**config.mk**
```make
export PLATFORM = sky130hd
export DESIGN_NAME = trackball_motion_shaper
export DESIGN_NICKNAME = d
export VERILOG_FILES = /design/src/tms_pkg.sv /design/src/trackball_motion_shaper.sv /design/src/tms_serial_div.sv
export SDC_FILE = /design/constraint.sdc
export NUM_CORES = 1
export LEC_CHECK = 0
export BUFFER_PORTS_ARGS = -buffer_cell sky130_fd_sc_hd__buf_2
export CAP_MARGIN = 20
export CORE_MARGIN = 10
export CORE_UTILIZATION = 33
export CTS_BUF_LIST = sky130_fd_sc_hd__clkbuf_8
export DETAILED_ROUTE_END_ITERATION = 10
export PLACE_DENSITY_LB_ADDON = 0.08
export SYNTH_ARGS = -nofsm -noshare
export SYNTH_HDL_FRONTEND = slang
export SYNTH_SLANG_ARGS = --single-unit
```
**constraint.sdc**
```tcl
create_clock -name aclk -period 20.5 [get_ports aclk]
set_input_delay 4.1 -clock aclk [delete_from_list [all_inputs] [get_ports aclk]]
set_output_delay 4.1 -clock aclk [all_outputs]
set_load 0.01 [all_outputs]
```
**src/tms_pkg.sv**
```systemverilog
// ============================================================================
// tms_pkg: shared types and constants of the trackball motion shaper
// Beat layouts, configuration register indexes, sequencer states and the
// fixed widths of the report fields.
// ============================================================================
package tms_pkg;

    localparam int FIELD_W       = 8;
    localparam int MAG_W         = 7;
    localparam int SUM_W         = 9;
    localparam int CUR_PROD_W    = 11;
    localparam int STEP_W        = 11;
    localparam int ACC_INT_BITS  = 10;
    localparam int GAIN_W        = 4;
    localparam int FDIV_W        = 4;
    localparam int SDIV_W        = 6;
    localparam int CFG_IDX_W     = 2;
    localparam int CFG_DATA_W    = 6;
    localparam int LIMIT         = 127;
    localparam int SQRT_HALF_Q24 = 11863283;

    localparam logic [MAG_W-1:0]  MAG_MAX         = 7'd127;
    localparam logic [GAIN_W-1:0] GAIN_RESET      = 4'd3;
    localparam logic [FDIV_W-1:0] FINE_DIV_RESET  = 4'd3;
    localparam logic [SDIV_W-1:0] SCROLL_DIV_RESET = 6'd6;

    typedef enum logic [CFG_IDX_W-1:0] {
        CFG_CURSOR_GAIN    = 2'd0,
        CFG_FINE_DIVISOR   = 2'd1,
        CFG_SCROLL_DIVISOR = 2'd2
    } cfg_index_t;

    typedef enum logic [2:0] {
        ST_IDLE,
        ST_ROT,
        ST_PREP,
        ST_DIV,
        ST_POST,
        ST_STEP
    } tms_state_t;

    typedef struct packed {
        logic signed [FIELD_W-1:0] delta_x;
        logic signed [FIELD_W-1:0] delta_y;
        logic signed [FIELD_W-1:0] wheel_h_in;
        logic signed [FIELD_W-1:0] wheel_v_in;
        logic                      scroll_mode;
        logic                      fine_mode;
    } in_beat_t;

    typedef struct packed {
        logic signed [FIELD_W-1:0] cursor_x;
        logic signed [FIELD_W-1:0] cursor_y;
        logic signed [FIELD_W-1:0] wheel_h_out;
        logic signed [FIELD_W-1:0] wheel_v_out;
    } out_beat_t;

    typedef struct packed {
        logic load;
        logic shift;
    } div_ctl_t;

endpackage

```
**src/trackball_motion_shaper.sv**
```systemverilog
// ============================================================================
// trackball_motion_shaper: rotate, scroll-accumulate or gain-scale motion
// One motion report in, one shaped report out. Motion is rotated by minus
// 45 degrees, then either turned into wheel steps through fractional
// accumulators or scaled into cursor motion.
//
//   port group   dir  handshake          payload
//   s_*          in   s_valid/s_ready    in_beat_t
//   m_*          out  m_valid/m_ready    out_beat_t
//   cfg_*        in   cfg_we             cfg_index, cfg_wdata
//
// After accept an item passes through ST_ROT, ST_PREP, ST_DIV, ST_POST and
// ST_STEP; its result registers in ST_STEP, and the next item is accepted
// only once back in ST_IDLE. The bit-serial divider lanes work in ST_DIV:
// one quotient bit a cycle over ACC_FRAC_BITS+7 bits.
// Reset clears both accumulators and restores the register defaults.
// A result not yet taken holds the item in ST_STEP; no next item is accepted.
// ============================================================================
module trackball_motion_shaper #(
    parameter int ACC_FRAC_BITS  = 16,
    parameter int COEF_FRAC_BITS = 15
) (
    input  logic                              aclk,
    input  logic                              aresetn,
    input  logic                              s_valid,
    output logic                              s_ready,
    input  tms_pkg::in_beat_t                 s_data,
    output logic                              m_valid,
    input  logic                              m_ready,
    output tms_pkg::out_beat_t                m_data,
    input  logic                              cfg_we,
    input  logic [tms_pkg::CFG_IDX_W-1:0]     cfg_index,
    input  logic [tms_pkg::CFG_DATA_W-1:0]    cfg_wdata
);
    import tms_pkg::*;

    localparam int ACC_W      = ACC_FRAC_BITS + ACC_INT_BITS;
    localparam int DVD_W      = ACC_FRAC_BITS + MAG_W;
    localparam int CNT_W      = $clog2(DVD_W);
    localparam int COEF_W     = COEF_FRAC_BITS;
    localparam int ROT_PROD_W = SUM_W + COEF_W;
    localparam logic [COEF_W-1:0] COEF = COEF_W'(
        (SQRT_HALF_Q24 + (1 << (23 - COEF_FRAC_BITS))) >> (24 - COEF_FRAC_BITS));
    localparam logic signed [ACC_W-1:0] ACC_MAX = {1'b0, {(ACC_W-1){1'b1}}};
    localparam logic signed [ACC_W-1:0] ACC_MIN = {1'b1, {(ACC_W-1){1'b0}}};

    tms_state_t state_reg, state_next;

    logic [GAIN_W-1:0] gain_reg;
    logic [FDIV_W-1:0] fdiv_reg;
    logic [SDIV_W-1:0] sdiv_reg;

    in_beat_t          in_reg;
    logic [MAG_W-1:0]  rmag_reg [2];
    logic              rneg_reg [2];
    logic [CNT_W-1:0]  cnt_reg;
    logic signed [ACC_W-1:0] acc_reg [2];
    logic              m_valid_reg;
    out_beat_t         m_data_reg;

    div_ctl_t          div_ctl;
    logic              out_free;
    logic              post_en;
    logic              commit;

    logic signed [SUM_W-1:0]      rot_sum [2];
    logic [SUM_W-1:0]             rot_abs [2];
    logic [ROT_PROD_W-1:0]        rot_prod [2];
    logic [SUM_W-1:0]             rot_q [2];
    logic [MAG_W-1:0]             rot_mag [2];

    logic [SDIV_W-1:0]            sdiv_eff;
    logic [SDIV_W-1:0]            fdiv_eff;
    logic [SDIV_W-1:0]            div_divisor;
    logic                         keep_x;
    logic [MAG_W-1:0]             smag [2];
    logic [CUR_PROD_W-1:0]        cur_prod [2];
    logic [DVD_W-1:0]             div_dividend [2];
    logic [DVD_W-1:0]             quo [2];

    logic signed [ACC_W:0]        q_signed [2];
    logic signed [ACC_W:0]        acc_sum [2];
    logic signed [ACC_W-1:0]      acc_post [2];

    logic signed [ACC_INT_BITS-1:0] ip [2];
    logic signed [STEP_W-1:0]     stp [2];
    logic signed [FIELD_W-1:0]    wheel_raw [2];
    logic signed [FIELD_W-1:0]    wheel_in [2];
    logic signed [STEP_W-1:0]     wheel_sum [2];
    logic signed [FIELD_W-1:0]    wheel_out [2];
    logic signed [STEP_W-1:0]     used [2];
    logic signed [STEP_W-1:0]     ip_new [2];
    logic signed [ACC_W-1:0]      acc_step [2];
    logic [MAG_W-1:0]             cmag [2];
    logic signed [FIELD_W-1:0]    cur_val [2];
    out_beat_t                    result;

    // next state
    always_comb begin
        state_next = state_reg;
        case (state_reg)
            ST_IDLE: if (s_valid) state_next = ST_ROT;
            ST_ROT:  state_next = ST_PREP;
            ST_PREP: state_next = ST_DIV;
            ST_DIV:  if (cnt_reg == '0) state_next = ST_POST;
            ST_POST: state_next = ST_STEP;
            ST_STEP: if (out_free) state_next = ST_IDLE;
            default: state_next = ST_IDLE;
        endcase
    end

    // control outputs
    always_comb begin
        out_free      = !m_valid_reg || m_ready;
        s_ready       = (state_reg == ST_IDLE);
        div_ctl.load  = (state_reg == ST_PREP);
        div_ctl.shift = (state_reg == ST_DIV);
        post_en       = (state_reg == ST_POST) && in_reg.scroll_mode;
        commit        = (state_reg == ST_STEP) && out_free;
    end

    // rotation by minus 45 degrees, truncated toward zero
    always_comb begin
        rot_sum[0] = SUM_W'(in_reg.delta_x) + SUM_W'(in_reg.delta_y);
        rot_sum[1] = SUM_W'(in_reg.delta_y) - SUM_W'(in_reg.delta_x);
        for (int i = 0; i < 2; i++) begin
            rot_abs[i]  = rot_sum[i][SUM_W-1] ? SUM_W'(-rot_sum[i]) : SUM_W'(rot_sum[i]);
            rot_prod[i] = ROT_PROD_W'(rot_abs[i]) * ROT_PROD_W'(COEF);
            rot_q[i]    = rot_prod[i][ROT_PROD_W-1:COEF_W];
            rot_mag[i]  = (rot_q[i] > SUM_W'(MAG_MAX)) ? MAG_MAX : rot_q[i][MAG_W-1:0];
        end
    end

    // divider operands
    always_comb begin
        sdiv_eff = (sdiv_reg == '0) ? SDIV_W'(1) : sdiv_reg;
        fdiv_eff = (fdiv_reg == '0) ? SDIV_W'(1) : SDIV_W'(fdiv_reg);
        if (in_reg.scroll_mode) begin
            div_divisor = sdiv_eff;
        end else if (in_reg.fine_mode) begin
            div_divisor = fdiv_eff;
        end else begin
            div_divisor = SDIV_W'(1);
        end
        keep_x  = rmag_reg[0] > rmag_reg[1];
        smag[0] = keep_x ? rmag_reg[0] : '0;
        smag[1] = keep_x ? '0 : rmag_reg[1];
        for (int i = 0; i < 2; i++) begin
            cur_prod[i] = CUR_PROD_W'(rmag_reg[i]) * CUR_PROD_W'(gain_reg);
            div_dividend[i] = in_reg.scroll_mode ? {smag[i], {ACC_FRAC_BITS{1'b0}}}
                                                 : DVD_W'(cur_prod[i]);
        end
    end

    for (genvar g = 0; g < 2; g++) begin : g_lane
        tms_serial_div #(
            .DVD_W(DVD_W)
        ) u_div (
            .aclk     (aclk),
            .ctl      (div_ctl),
            .dividend (div_dividend[g]),
            .divisor  (div_divisor),
            .quotient (quo[g])
        );
    end

    // accumulate and take whole wheel steps
    always_comb begin
        wheel_raw[0] = in_reg.wheel_h_in;
        wheel_raw[1] = in_reg.wheel_v_in;
        for (int i = 0; i < 2; i++) begin
            q_signed[i] = rneg_reg[i] ? -$signed({1'b0, (ACC_W)'(quo[i])})
                                      : $signed({1'b0, (ACC_W)'(quo[i])});
            acc_sum[i]  = (ACC_W+1)'(acc_reg[i]) + q_signed[i];
            if (acc_sum[i] > (ACC_W+1)'(ACC_MAX)) begin
                acc_post[i] = ACC_MAX;
            end else if (acc_sum[i] < (ACC_W+1)'(ACC_MIN)) begin
                acc_post[i] = ACC_MIN;
            end else begin
                acc_post[i] = acc_sum[i][ACC_W-1:0];
            end

            ip[i]  = acc_reg[i][ACC_W-1:ACC_FRAC_BITS];
            stp[i] = STEP_W'(ip[i])
                   + ((acc_reg[i][ACC_W-1] && (|acc_reg[i][ACC_FRAC_BITS-1:0]))
                      ? STEP_W'(1) : STEP_W'(0));
            wheel_in[i]  = (wheel_raw[i] < -LIMIT) ? FIELD_W'(-LIMIT) : wheel_raw[i];
            wheel_sum[i] = STEP_W'(wheel_in[i]) + stp[i];
            if (wheel_sum[i] > STEP_W'(LIMIT)) begin
                wheel_out[i] = FIELD_W'(LIMIT);
            end else if (wheel_sum[i] < STEP_W'(-LIMIT)) begin
                wheel_out[i] = FIELD_W'(-LIMIT);
            end else begin
                wheel_out[i] = wheel_sum[i][FIELD_W-1:0];
            end
            used[i]     = STEP_W'(wheel_out[i]) - STEP_W'(wheel_in[i]);
            ip_new[i]   = STEP_W'(ip[i]) - used[i];
            acc_step[i] = {ip_new[i][ACC_INT_BITS-1:0], acc_reg[i][ACC_FRAC_BITS-1:0]};

            cmag[i]    = (|quo[i][DVD_W-1:MAG_W]) ? MAG_MAX : quo[i][MAG_W-1:0];
            cur_val[i] = rneg_reg[i] ? -$signed({1'b0, cmag[i]}) : $signed({1'b0, cmag[i]});
        end

        if (in_reg.scroll_mode) begin
            result.cursor_x    = '0;
            result.cursor_y    = '0;
            result.wheel_h_out = wheel_out[0];
            result.wheel_v_out = wheel_out[1];
        end else begin
            result.cursor_x    = cur_val[0];
            result.cursor_y    = cur_val[1];
            result.wheel_h_out = wheel_in[0];
            result.wheel_v_out = wheel_in[1];
        end
    end

    always_ff @(posedge aclk) begin
        if (!aresetn) begin
            state_reg   <= ST_IDLE;
            gain_reg    <= GAIN_RESET;
            fdiv_reg    <= FINE_DIV_RESET;
            sdiv_reg    <= SCROLL_DIV_RESET;
            cnt_reg     <= '0;
            acc_reg[0]  <= '0;
            acc_reg[1]  <= '0;
            m_valid_reg <= 1'b0;
        end else begin
            state_reg <= state_next;
            if (cfg_we) begin
                case (cfg_index)
                    CFG_CURSOR_GAIN:    gain_reg <= cfg_wdata[GAIN_W-1:0];
                    CFG_FINE_DIVISOR:   fdiv_reg <= cfg_wdata[FDIV_W-1:0];
                    CFG_SCROLL_DIVISOR: sdiv_reg <= cfg_wdata[SDIV_W-1:0];
                    default: ;
                endcase
            end
            if (div_ctl.load) begin
                cnt_reg <= CNT_W'(DVD_W - 1);
            end else if (div_ctl.shift) begin
                cnt_reg <= cnt_reg - CNT_W'(1);
            end
            for (int i = 0; i < 2; i++) begin
                if (post_en) begin
                    acc_reg[i] <= acc_post[i];
                end else if (commit && in_reg.scroll_mode) begin
                    acc_reg[i] <= acc_step[i];
                end
            end
            if (commit) begin
                m_valid_reg <= 1'b1;
            end else if (m_ready) begin
                m_valid_reg <= 1'b0;
            end
        end
    end

    always_ff @(posedge aclk) begin
        if (s_valid && s_ready) begin
            in_reg <= s_data;
        end
        if (state_reg == ST_ROT) begin
            for (int i = 0; i < 2; i++) begin
                rmag_reg[i] <= rot_mag[i];
                rneg_reg[i] <= rot_sum[i][SUM_W-1];
            end
        end
        if (commit) begin
            m_data_reg <= result;
        end
    end

    assign m_valid = m_valid_reg;
    assign m_data  = m_data_reg;

    assert property (@(posedge aclk) disable iff (!aresetn)
        !(state_reg == ST_POST || state_reg == ST_STEP)
        |=> $stable(acc_reg[0]) && $stable(acc_reg[1]))
        else $error("accumulator changed outside the update steps");

    assert property (@(posedge aclk) disable iff (!aresetn)
        $rose(m_valid_reg) |-> $past(state_reg == ST_STEP))
        else $error("result raised without a finished item");

    assert property (@(posedge aclk) disable iff (!aresetn)
        m_valid_reg |-> (m_data_reg.wheel_h_out != -8'sd128)
                     && (m_data_reg.wheel_v_out != -8'sd128)
                     && (m_data_reg.cursor_x != -8'sd128)
                     && (m_data_reg.cursor_y != -8'sd128))
        else $error("result field outside plus or minus 127");

endmodule

```
**src/tms_serial_div.sv**
```systemverilog
// ============================================================================
// tms_serial_div: bit-serial restoring divider lane
// Unsigned dividend over a narrow divisor, one quotient bit per cycle while
// ctl.shift is held, quotient bits shifted into the dividend register.
// ============================================================================
module tms_serial_div #(
    parameter int DVD_W = 23
) (
    input  logic                         aclk,
    input  tms_pkg::div_ctl_t            ctl,
    input  logic [DVD_W-1:0]             dividend,
    input  logic [tms_pkg::SDIV_W-1:0]   divisor,
    output logic [DVD_W-1:0]             quotient
);
    import tms_pkg::*;

    logic [DVD_W-1:0]  dvd_reg, dvd_next;
    logic [SDIV_W-1:0] rem_reg, rem_next;
    logic [SDIV_W-1:0] dsr_reg, dsr_next;
    logic [SDIV_W:0]   trial;
    logic [SDIV_W:0]   diff;
    logic              fits;

    always_comb begin
        trial    = {rem_reg, dvd_reg[DVD_W-1]};
        diff     = trial - {1'b0, dsr_reg};
        fits     = (trial >= {1'b0, dsr_reg});
        dvd_next = dvd_reg;
        rem_next = rem_reg;
        dsr_next = dsr_reg;
        if (ctl.load) begin
            dvd_next = dividend;
            rem_next = '0;
            dsr_next = divisor;
        end else if (ctl.shift) begin
            rem_next = fits ? diff[SDIV_W-1:0] : trial[SDIV_W-1:0];
            dvd_next = {dvd_reg[DVD_W-2:0], fits};
        end
    end

    always_ff @(posedge aclk) begin
        dvd_reg <= dvd_next;
        rem_reg <= rem_next;
        dsr_reg <= dsr_next;
    end

    assign quotient = dvd_reg;

endmodule
```
; ---- Word level (Yosys, flattened, before mapping)
; Memories as Yosys holds them, arrays and structs flattened.
; Cells that the tools add are included.
[word_totals]
register_bits = 153
ram_bits = 68
inputBits = 47
out_inout_bits = 34
elab_cells = 169
mem_count = 3
[op_classes]
add_sub_neg = 21
mul = 4
n_lt_le_gt_ge = 15
eq_ne = 10
mux = 59
bitwise_logic = 7
reduce_logical = 26
[mem_list]
columns = memory, words, word_bits, read_ports, rd_ports_with_merged_regs, write_ports, line
row1 = acc_reg, 2, 26, 2, 0, 2, trackball_motion_shaper.sv:57  ; logic signed [ACC_W-1:0] acc_reg [2];
row2 = rmag_reg, 2, 7, 2, 0, 2, trackball_motion_shaper.sv:54  ; logic [MAG_W-1:0] rmag_reg [2];
row3 = rneg_reg, 2, 1, 2, 0, 2, trackball_motion_shaper.sv:55  ; logic rneg_reg [2];
[ops]
columns = operator, n
row1 = $mux W26, 8
row2 = $mux W23, 6
row3 = $reduce_or A16 Y1, 4
row4 = $mux W7, 8
row5 = $add A26 B27 Y27, 2
row6 = $gt A27 B26 Y1 const B, 2
row7 = $lt A27 B26 Y1 const B, 2
row8 = $mux W27, 2
row9 = $neg A23 Y27, 2
row10 = $mux W8, 6
row11 = $mul A9 B14 Y23 const B, 2
row12 = $sub A8 B8 Y9, 3
row13 = $mux W6, 4
row14 = $add A10 B2 Y11, 2
row15 = $add A8 B11 Y11, 2
row16 = $gt A11 B8 Y1 const B, 2
row17 = $lt A11 B8 Y1 const B, 2
row18 = $mul A7 B4 Y11, 2
row19 = $sub A10 B9 Y10, 2
row20 = $gt A9 B7 Y1 const B, 2
row21 = $mux W9, 2
row22 = $neg A9 Y9, 2
row23 = $pmux W3 S6, 1
row24 = $lt A8 B8 Y1 const B, 2
row25 = other kinds (32), 70

; ---- Longest topological paths before layout
; Gate-level depths: netlist of run 1.
; An unclocked memory read counts as a cell.
[logic_depth]
ltp_word = 12
ltp_mapped = 29

; ---- Hierarchy
; From an unflattened synthesis of run 1, not the netlist that was laid out.
[unflattened]
cells_unflattened = 2365
hier_area_um2 = 22180.0
[by_module_without_submodules]
columns = mod, n_inst, cells_per_inst, area_per_inst_um2, seq_area_each_um2
row1 = trackball_motion_shaper, 1, 2103, 18694.2, 4484.3
row2 = tms_serial_div, 2, 131, 1742.9, 991.0

; ---- Worst setup path after synthesis of run 1
; OpenSTA, ideal clock, no wires.
[synth_path]
kind = input port to flip-flop
from = input m_ready
to = memory acc_reg[1][0] (netlist name), data pin
setup_time_ns = 0.130
arrival_ns = 7.133
required_time_ns = 20.370
path_slack_ns = 13.237
cell_stages = 6
path_buffers = 1
cell_sequence = nor2b_1 > nor2_1 > nand4_1 > a2bb2oi_1 > clkbuf_1 > o21a_1
[synth_lines]
columns = item, line
row1 = "start, declared", trackball_motion_shaper.sv:29  ; input logic m_ready,
row2 = "end, declared", trackball_motion_shaper.sv:57

==> results of run 1 <==
-- through the flow --
step | util, % | area (µm²)
after global placement | 35.3 | 22700
after detailed placement | 35.3 | 22700
after CTS | 36.8 | 23700
after global routing | 36.9 | 23700
final | 36.9 | 23700
after floorplan | - | 21300
-- metal layers --
metal  GRT usage (%)  share of wire [%]  vias to the layer above
met2            24.8                 47                      255
met5               0                  0                        -
met4            4.27                1.8                        0
met3            2.16                3.4                       62
li1                -                  -                     8335
met1            19.8                 48                     8044
-- path summary, 6_finish.rpt --
| check | endpoint | depth (start not counted) |
|---|---|---|
| worst max-delay path | acc_reg[0][24] | 29 |
| worst max register to register | acc_reg[0][24] | 29 |
| worst min-delay path | g_lane[1].u_div.rem_reg[5] | 2 |
| worst min register to register | g_lane[1].u_div.rem_reg[5] | 2 |
-- tightest hold or removal path, delay by kind of cell (launching register included) --
| kind | cells | cell delay, ns |
|---|---|---|
| DFF | 1 | 0.32 |
| and+or+nand+nor | 1 | 0.05 |
| AOI/OAI and AO/OA | 1 | 0.05 |
-- synthesized netlist by cell type, types with 28 or more instances --
master,n
ha_1,264
inv_1,261
edfxtp_1,186
nand2_1,172
a21oi_1,135
xnor2_1,125
nor2_1,120
o21ai_0,113
a21o_1,85
fa_1,79
clkbuf_1,54
xor2_1,49
nand2b_1,46
and2_1,44
dfxtp_1,35
nand3_1,35
nor3_1,33
o21a_1,28
-- final cells by class --
type / instances / area share, %
Antenna cell: 2 / 0.0211
Clock buffer: 54 / 3.14
Clock inverter: 33 / 1.01
Inverter: 264 / 4.19
Multi-Input combinational cell: 1739 / 58.5
Sequential cell: 221 / 26.6
Tap cell: 855 / 4.52
Timing Repair Buffer: 93 / 2.10
-- kinds of logic after synthesis --
kind of cell / count (synthesis) / synth area share, %
and+or+nand+nor: 598 / 14.1
adders and majority gates: 347 / 23.1
xor gates and xnor gates: 176 / 7.40
muxes: 34 / 1.64
DFF: 221 / 29.4
buffers and inverters: 326 / 5.81
AOI/OAI and AO/OA: 584 / 18.6
==> impl_results.md, run 1 <==
- Most frequent cells in the layout: inv_1 (270), ha_1 (264), edfxtp_1 (186)
- TritonCTS Buffers: 48
- Relative slew margins: 29.1%
- # DRC: 0
- Yosys cell types: 88
- Worst-path maximum fanout: 10
- Mapped cell area: roughly 0.021 mm²
- H-Tree Depth: 2
- Post-synth ARST share: 0%
- Register area: 0.00629 mm²
- Initial cell density of the core: around a third
- Post-layout min period: 7.64 ns
- Cts hold-fix bufs: 0
- Top cell type's share of synthesized area: 26.2%
- Most used DFF post-synth: edfxtp_1
- # nets final: 2,757
- Critical Path End Type: flop
- Clock Pin Slew Worst Setup and Hold Paths: ~0.060 ns
- Placed Instances: 3,172
- Fin. Hold Viols: 0
- Hold Crit Class: flop to flop
- Skew-Pair Late Insertion Delay: ~0.7 ns
- Slew @ Worst Pin: between 1 and 1.5 ns
- Period utilization: 37.3%
- Setup ws final: ~13 ns
- First-pass GRT wire length: 91.0 mm
- WP buf/inv: 4
- Clk sinks: 221
- Fin Hold WS: 0.452 ns
- Largest net degree at the start of global routing: 65
- Pre-CTS WS: 12.87 ns
- Total die area: 0.0753 mm²
- Arrival @ worst endpoint: 8.02 ns
- Avg Inst Size Synth: 9.34 µm²
- Worst Setup SP: in_reg[12]
- Yosys warns: 0
- Post-Syn Nets: roughly 2,700
- Rows: 93
- Filler cells: between 6,000 and 7,000
- DRT iter0 DRCs: about 900
- Startpoint types: flop
- # IOs: 81
- FF-to-FF Start: in_reg[12]
- Core area: about 0.064 mm²
- Post-synthesis register bit count: 221
- Post-DR wirelength/cell: 17.3 µm
- Post CTS Setup Buffer Count: 0
- Multi-input logic area: about 0.014 mm²
- Post-synth EDFFs: roughly 190
- FF-to-FF setup slack: 12.86 ns
- # setup viols final: 0
- Hold_sp: g_lane[1].u_div.rem_reg[5]
- Pre-antenna DRT Iters: 7
- Pins Over Slew Limit: 0
- Setup TNS: 0 ns
- Max reg flops: 52
- Top area cells in the synthesized netlist: edfxtp_1 (26%), ha_1 (15%), fa_1 (7.4%)
- Layout cells sized above 1: under 10%
- Worst path required time: between 20 and 25 ns
- Initial antenna violation count: 1
- Clock root cell: clkbuf_8
- Max Clock Freq: 0.131 GHz
- Clock buffer depth: 3
- Slowest stage delay, CP: 0.58 ns
- MaxCap Viol Count: 0
- Synth area leader: edfxtp_1
- Die height: 274 µm
- Total gr overflow: 0
- Total routed wirelength: 56.5 mm
- Family with the most delay on the worst path: compound AO/OA/AOI/OAI gates
- Register area share after synthesis: 29.4%
- Most used cell, CP: inv_1
- Post-cts resize count: 0
- I/O Buffers: 80
- Outcome: complete, no violations
- CTS tree: built
- Post-layout instance count excluding filler cells: 3,261
- Fin Clk Skew: 0.0746 ns
- Die W: 274 µm
- RSZ-0062 raised after global routing: false
- Post-DRT Antenna Nets: 0
- Via count: 16,700
- Final HPWL DP: roughly 44 mm
- Syn Inst Count: 2,286
- Vias in the first global route: 16,900
- Via density: 5.12
- Slowest CP cell: o31ai_2
- Gr usage total: 14.9%
- Layout area overhead: 10.9%
- Setup CP Type: flop to flop
- GP Congestion: 0.832
- Leading cell type in the layout, fill and taps excluded: inv_1
Power of run 1 is not shown: default switching activity piles up to over one toggle a cycle in this logic, so the estimate is an artifact.
==> inputs of run 2 (changes only) <==
clock period = 7.45 ns   (was 20.5 ns; I/O delays follow)
==> run 2 against run 1 <==
Compared with the run above: first-iteration DRC count up 4.2%; design area is 1.1% higher; register-to-register slack got worse by 12 ns; setup slack worse by 12 ns; critical path type unchanged; highest routed layer unchanged.
==> impl_results.md, run 2 (same netlist as run 1, synthesis figures left out) <==
- Outcome: complete, no violations
- Post-layout min period: 7.06 ns (-0.588 ns)
- Total gr overflow: 0 (unchanged)
- H-Tree Depth: 2 (unchanged)
- R2r endpoint: acc_reg[0][23]
- Fin Clk Skew: 0.0523 ns (-0.0222 ns)
- Gr usage total: 15.1% (+0.21 points)
- Post-DRT Antenna Nets: 0 (unchanged)
- Die W: 274 µm (unchanged)
- Slew @ Worst Pin: 1.02 ns (-0.0388 ns)
- I/O Buffers: 80 (unchanged)
- Core area: 0.0642 mm² (unchanged)
- # setup viols final: 0 (unchanged)
- Skew-Pair Late Insertion Delay: 0.65 ns (-0.03 ns)
- # IOs: 81 (unchanged)
- Cts hold-fix bufs: 0 (unchanged)
- Multi-input logic area: 0.0139 mm² (+0.75%)
- GP Congestion: 0.837 (+0.64%)
- # nets final: 2,779 (+0.80%)
- Max Clock Freq: 0.142 GHz (+8.3%)
- DRT iter0 DRCs: 940 (+4.2%)
- Max reg flops: 52 (unchanged)
- Fin. Hold Viols: 0 (unchanged)
- Relative slew margins: 31.7% (+2.6 points)
- # DRC: 0 (unchanged)
- Worst path required time: 7.85 ns (-13.02 ns)
- Largest net degree at the start of global routing: 65 (unchanged)
- MaxCap Viol Count: 0 (unchanged)
- Post-DR wirelength/cell: 17.5 µm (+0.81%)
- Clock Pin Slew Worst Setup and Hold Paths: 0.06 ns (about the same)
- Clock root cell: clkbuf_8
- Arrival @ worst endpoint: 7.46 ns (-0.56 ns)
- Startpoint types: flop
- Setup CP Type: flop to flop
- Pre-antenna DRT Iters: 5 (-2)
- Clock buffer depth: 3 (unchanged)
- Initial antenna violation count: 1 (unchanged)
- Period utilization: 94.7% (+57 points)
- TritonCTS Buffers: 47 (-2.1%)
- Initial cell density of the core: 33.2% (unchanged)
- Via count: 16,700 (+0.16%)
- Via density: 5.09 (-0.52%)
- Placed Instances: 3,188 (+0.50%)
- Post-layout instance count excluding filler cells: 3,283 (+0.67%)
- CTS tree: built
- CP endpoint: acc_reg[0][23]
- Critical Path End Type: flop
- Final HPWL DP: 44.9 mm (+1.6%)
- Most frequent cells in the layout: inv_1 (266), ha_1 (264), edfxtp_1 (186)
- FF-to-FF Start: in_reg[12]
- Worst Setup SP: in_reg[12]
- Worst-path maximum fanout: 6 (-4)
- Pins Over Slew Limit: 0 (unchanged)
- Worst reg-to-reg path cell count: 27 (-6.9%)
- Vias in the first global route: 16,900 (+0.042%)
- Layout area overhead: 12.1%
- Filler cells: 6,567 (-0.061%)
- First-pass GRT wire length: 92.0 mm (+1.2%)
- Rows: 93 (unchanged)
- FF-to-FF setup slack: 0.39 ns (-12.46 ns)
- Register area: 0.00629 mm² (unchanged)
- Clk sinks: 221 (unchanged)
- Hold Crit Class: flop to flop
- Die height: 274 µm (unchanged)
- Total die area: 0.0753 mm² (unchanged)
- Layout cells sized above 1: 10.7% (+1.6 points)
- Leading cell type in the layout, fill and taps excluded: inv_1
- Total routed wirelength: 57.3 mm (+1.5%)
run 2: worst min-delay path by stage:
stage                                          start                    endpoint  slack, ns  depth (start not counted)
after floorplan           g_lane[1].u_div.rem_reg[5]  g_lane[1].u_div.rem_reg[5]       0.43                          2
after global placement    g_lane[0].u_div.rem_reg[5]  g_lane[0].u_div.rem_reg[5]       0.44                          2
after detailed placement  g_lane[1].u_div.rem_reg[5]  g_lane[1].u_div.rem_reg[5]       0.44                          2
after CTS                 g_lane[1].u_div.rem_reg[5]  g_lane[1].u_div.rem_reg[5]       0.46                          2
after global routing      g_lane[1].u_div.rem_reg[5]  g_lane[1].u_div.rem_reg[5]       0.49                          2
final                     g_lane[1].u_div.rem_reg[5]  g_lane[1].u_div.rem_reg[5]       0.46                          2
run 2: critical path, stage by stage, from the launching register on:
cell	delay [ns]
edfxtp_1	0.41
or4_1	0.56
o41ai_2	0.34
ha_1	0.33
or2_2	0.34
fa_1	0.42
inv_1	0.08
fa_1	0.20
inv_1	0.05
maj3_1	0.36
a21oi_2	0.18
o21ai_2	0.11
or4_1	0.43
o311a_1	0.17
a41oi_2	0.30
buf_4	0.19
a21o_1	0.12
fa_1	0.45
ha_1	0.31
a21o_1	0.19
a21oi_2	0.16
nor2b_1	0.06
o21ai_0	0.15
nand2b_1	0.11
a21o_1	0.20
a21oi_2	0.16
xnor2_1	0.08
a221o_1	0.33
run 2: layout make-up:
cell class	count	share of cell area, %
multi-input cells	1739	58.3
well taps	855	4.47
clock buffers	50	2.87
clock inverters	36	1.19
diodes	2	0.0209
inverters	264	4.14
repair buffers	116	2.79
flip-flops and latches	221	26.3
run 2: repair_timing:
action | CTS | global route
resized for setup | 0 | 24
setup endpoints to repair | 0 | 9
setup buffers | 0 | 6
run 2: per-layer routing:
metal | wire [µm] | GRT usage, % | vias up
li1 | - | - | 8406
met1 | 27400 | 20.2 | 7968
met2 | 26400 | 24.7 | 260
met3 | 2120 | 2.45 | 88
met4 | 1460 | 4.47 | 0
met5 | 0 | 0 | -
run 2: stage by stage:
step / TNS (ns) / hold slack [ns] / cell area [µm²] / utilization, % / setup slack [ns]
3_5_place_dp: 0 / 0.443 / 22800 / 35.5 / 0.0650
3_3_place_gp: 0 / 0.441 / 22800 / 35.5 / 0.266
6_report: 0 / 0.459 / 23900 / 37.3 / 0.394
2_1_floorplan: 0 / 0.426 / 21300 / - / 0.444
5_1_grt: -0.0816 / 0.490 / 23900 / 37.3 / -0.0472
4_1_cts: 0 / 0.457 / 23800 / 37.0 / 0.00428
Power of run 2 is left out for the same reason.
==> inputs of run 3 (changes only) <==
GPL_TIMING_DRIVEN = 0   (was default)
==> run 3 against run 2 <==
Compared with the run above: register-to-register slack worse by 0.08 ns; core utilization is 0.39 points higher; setup slack worse by 0.085 ns; routed wire length is 3.5% higher; clock-buffer cell count is 1 higher; die area stayed put; critical path depth is 3 lower; non-clock buffer count is 43 higher; design area is 1.1% higher; sequential share of layout area is 0.27 points lower; critical path type unchanged; largest cell class unchanged.
==> impl_results.md, run 3 (same netlist as run 1, synthesis figures left out) <==
- Outcome: complete, no violations
- Gr usage total: 15.7% (+0.58 points)
- # IOs: 81 (unchanged)
- Most frequent cells in the layout: inv_1 (273), ha_1 (263), edfxtp_1 (186)
- Layout cells sized above 1: 10.2% (-0.44 points)
- Relative slew margins: 26.9% (-4.8 points)
- Clock Pin Slew Worst Setup and Hold Paths: 0.06 ns (about the same)
- Cts hold-fix bufs: 0 (unchanged)
- Rows: 93 (unchanged)
- Fin Clk Skew: 0.0568 ns (+0.00442 ns)
- Initial antenna violation count: 1 (unchanged)
- Setup CP Type: flop to flop
- Clock root cell: clkbuf_8
- Pins Over Slew Limit: 0 (unchanged)
- Post-layout min period: 7.14 ns (+0.0845 ns)
- Vias in the first global route: 17,100 (+1.1%)
- Total die area: 0.0753 mm² (unchanged)
- Die height: 274 µm (unchanged)
- Layout area overhead: 13.3%
- DRT iter0 DRCs: 1,033 (+9.9%)
- Cell area after layout: 0.0242 mm² (+1.1%)
- Slew @ Worst Pin: 1.10 ns (+0.0715 ns)
- Skew-Pair Late Insertion Delay: 0.66 ns (about the same)
- GP Congestion: 0.848 (+1.3%)
- Via density: 5.10 (+0.19%)
- Largest net degree at the start of global routing: 51 (-22%)
- TritonCTS Buffers: 47 (unchanged)
- Register area: 0.00629 mm² (unchanged)
- CTS tree: built
- Fin Hold WS: 0.456 ns (-0.00276 ns)
- Total routed wirelength: 59.3 mm (+3.5%)
- Initial cell density of the core: 33.2% (unchanged)
- Hold Crit Class: flop to flop
- Worst path required time: 7.81 ns (-0.04 ns)
- Leading cell type in the layout, fill and taps excluded: inv_1
- Startpoint types: flop
- Clock buffer depth: 3 (unchanged)
- I/O Buffers: 80 (unchanged)
- First-pass GRT wire length: 94.6 mm (+2.8%)
- Critical Path End Type: flop
- Post-DRT Antenna Nets: 0 (unchanged)
- Via count: 17,000 (+1.6%)
- Post-DR wirelength/cell: 17.8 µm (+2.1%)
- Core area: 0.0642 mm² (unchanged)
- Final HPWL DP: 47.0 mm (+4.8%)
- Die W: 274 µm (unchanged)
- Arrival @ worst endpoint: 7.50 ns (+0.04 ns)
- # setup viols final: 0 (unchanged)
- Placed inst area: 0.0230 mm² (+0.72%)
- Max Clock Freq: 0.140 GHz (-1.2%)
- # DRC: 0 (unchanged)
- Period utilization: 95.8% (+1.1 points)
- MaxCap Viol Count: 0 (unchanged)
- # nets final: 2,823 (+1.6%)
- Total gr overflow: 0 (unchanged)
- Multi-input logic area: 0.0141 mm² (+0.89%)
- Fin. Hold Viols: 0 (unchanged)
- Worst-path maximum fanout: 8 (+2)
- Pre-antenna DRT Iters: 5 (unchanged)
- Clk sinks: 221 (unchanged)
- Filler cells: 6,586 (+0.29%)
- Max reg flops: 52 (unchanged)
- H-Tree Depth: 2 (unchanged)
## run 3: changes by cell type in the layout (fill, tap and decap cells not counted), moves of 4 or more
cell / delta
buf_1: +4
buf_4: -23
clkbuf_1: +52
clkinv_1: +4
clkinv_2: -6
inv_1: +7
## run 3: worst max-delay path, stage by stage, from the launching register on
cell and delay [ns]:
edfxtp_1 0.40, or4_1 0.57, o41ai_2 0.35, ha_1 0.31
or2_2 0.34, fa_1 0.45, a21o_1 0.20, maj3_1 0.40
xor2_1 0.17, or4_1 0.49, or3_1 0.34, o2111a_1 0.26
or2_4 0.30, o21ai_2 0.09, fa_1 0.46, ha_1 0.31
a21o_1 0.19, a21oi_2 0.19, o21bai_1 0.10, a21oi_2 0.17
o21bai_1 0.08, a21oi_1 0.19, o21ai_0 0.16, xnor2_1 0.21
o22ai_1 0.10
## run 3: final cells by class
class	instances	area share [%]
Timing Repair Buffer	99	2.61
Buffer	60	1.00
Clock inverter	36	0.786
Multi-Input combinational cell	1740	58.2
Clock buffer	51	2.90
Inverter	264	4.10
Antenna cell	2	0.0207
Sequential cell	221	26.0
Tap cell	855	4.42
## run 3: metal layers
| metal | GRT usage [%] | routed length, µm | vias up |
|---|---|---|---|
| li1 | - | - | 8487 |
| met1 | 21.1 | 28200 | 8117 |
| met2 | 25.7 | 27300 | 308 |
| met3 | 2.48 | 2380 | 71 |
| met4 | 4.31 | 1380 | 0 |
| met5 | 0 | 0 | - |
## run 3: metrics by stage
stage / setup TNS (ns) / instances / utilization (%) / setup slack, ns
5_1_grt: -0.000218 / 3328 / 37.7 / -0.000218
2_1_floorplan: 0 / 2286 / - / 0.444
4_1_cts: 0 / 3317 / 37.3 / 0.0119
3_5_place_dp: -3.55 / 3227 / 35.8 / -0.548
6_report: 0 / 3328 / 37.7 / 0.310
3_3_place_gp: -6.69 / 3221 / 35.5 / -0.443
## run 3: what timing repair did
action	4_1_cts	5_1_grt
resized for setup	17	30
pin swaps	5	13
setup buffers	4	8
setup endpoints to repair	16	14
cloned	0	1
## run 3: path summary, 6_finish.rpt
kind                                                 start                    endpoint  slack [ns]  cells after the start
worst min-delay path            g_lane[1].u_div.rem_reg[5]  g_lane[1].u_div.rem_reg[5]        0.46                      2
worst max register to register                   in_reg[5]              acc_reg[1][25]        0.31                     24
worst max-delay path                             in_reg[5]              acc_reg[1][25]        0.31                     24
worst min register to register  g_lane[1].u_div.rem_reg[5]  g_lane[1].u_div.rem_reg[5]        0.46                      2
Power of run 3 is left out for the same reason.
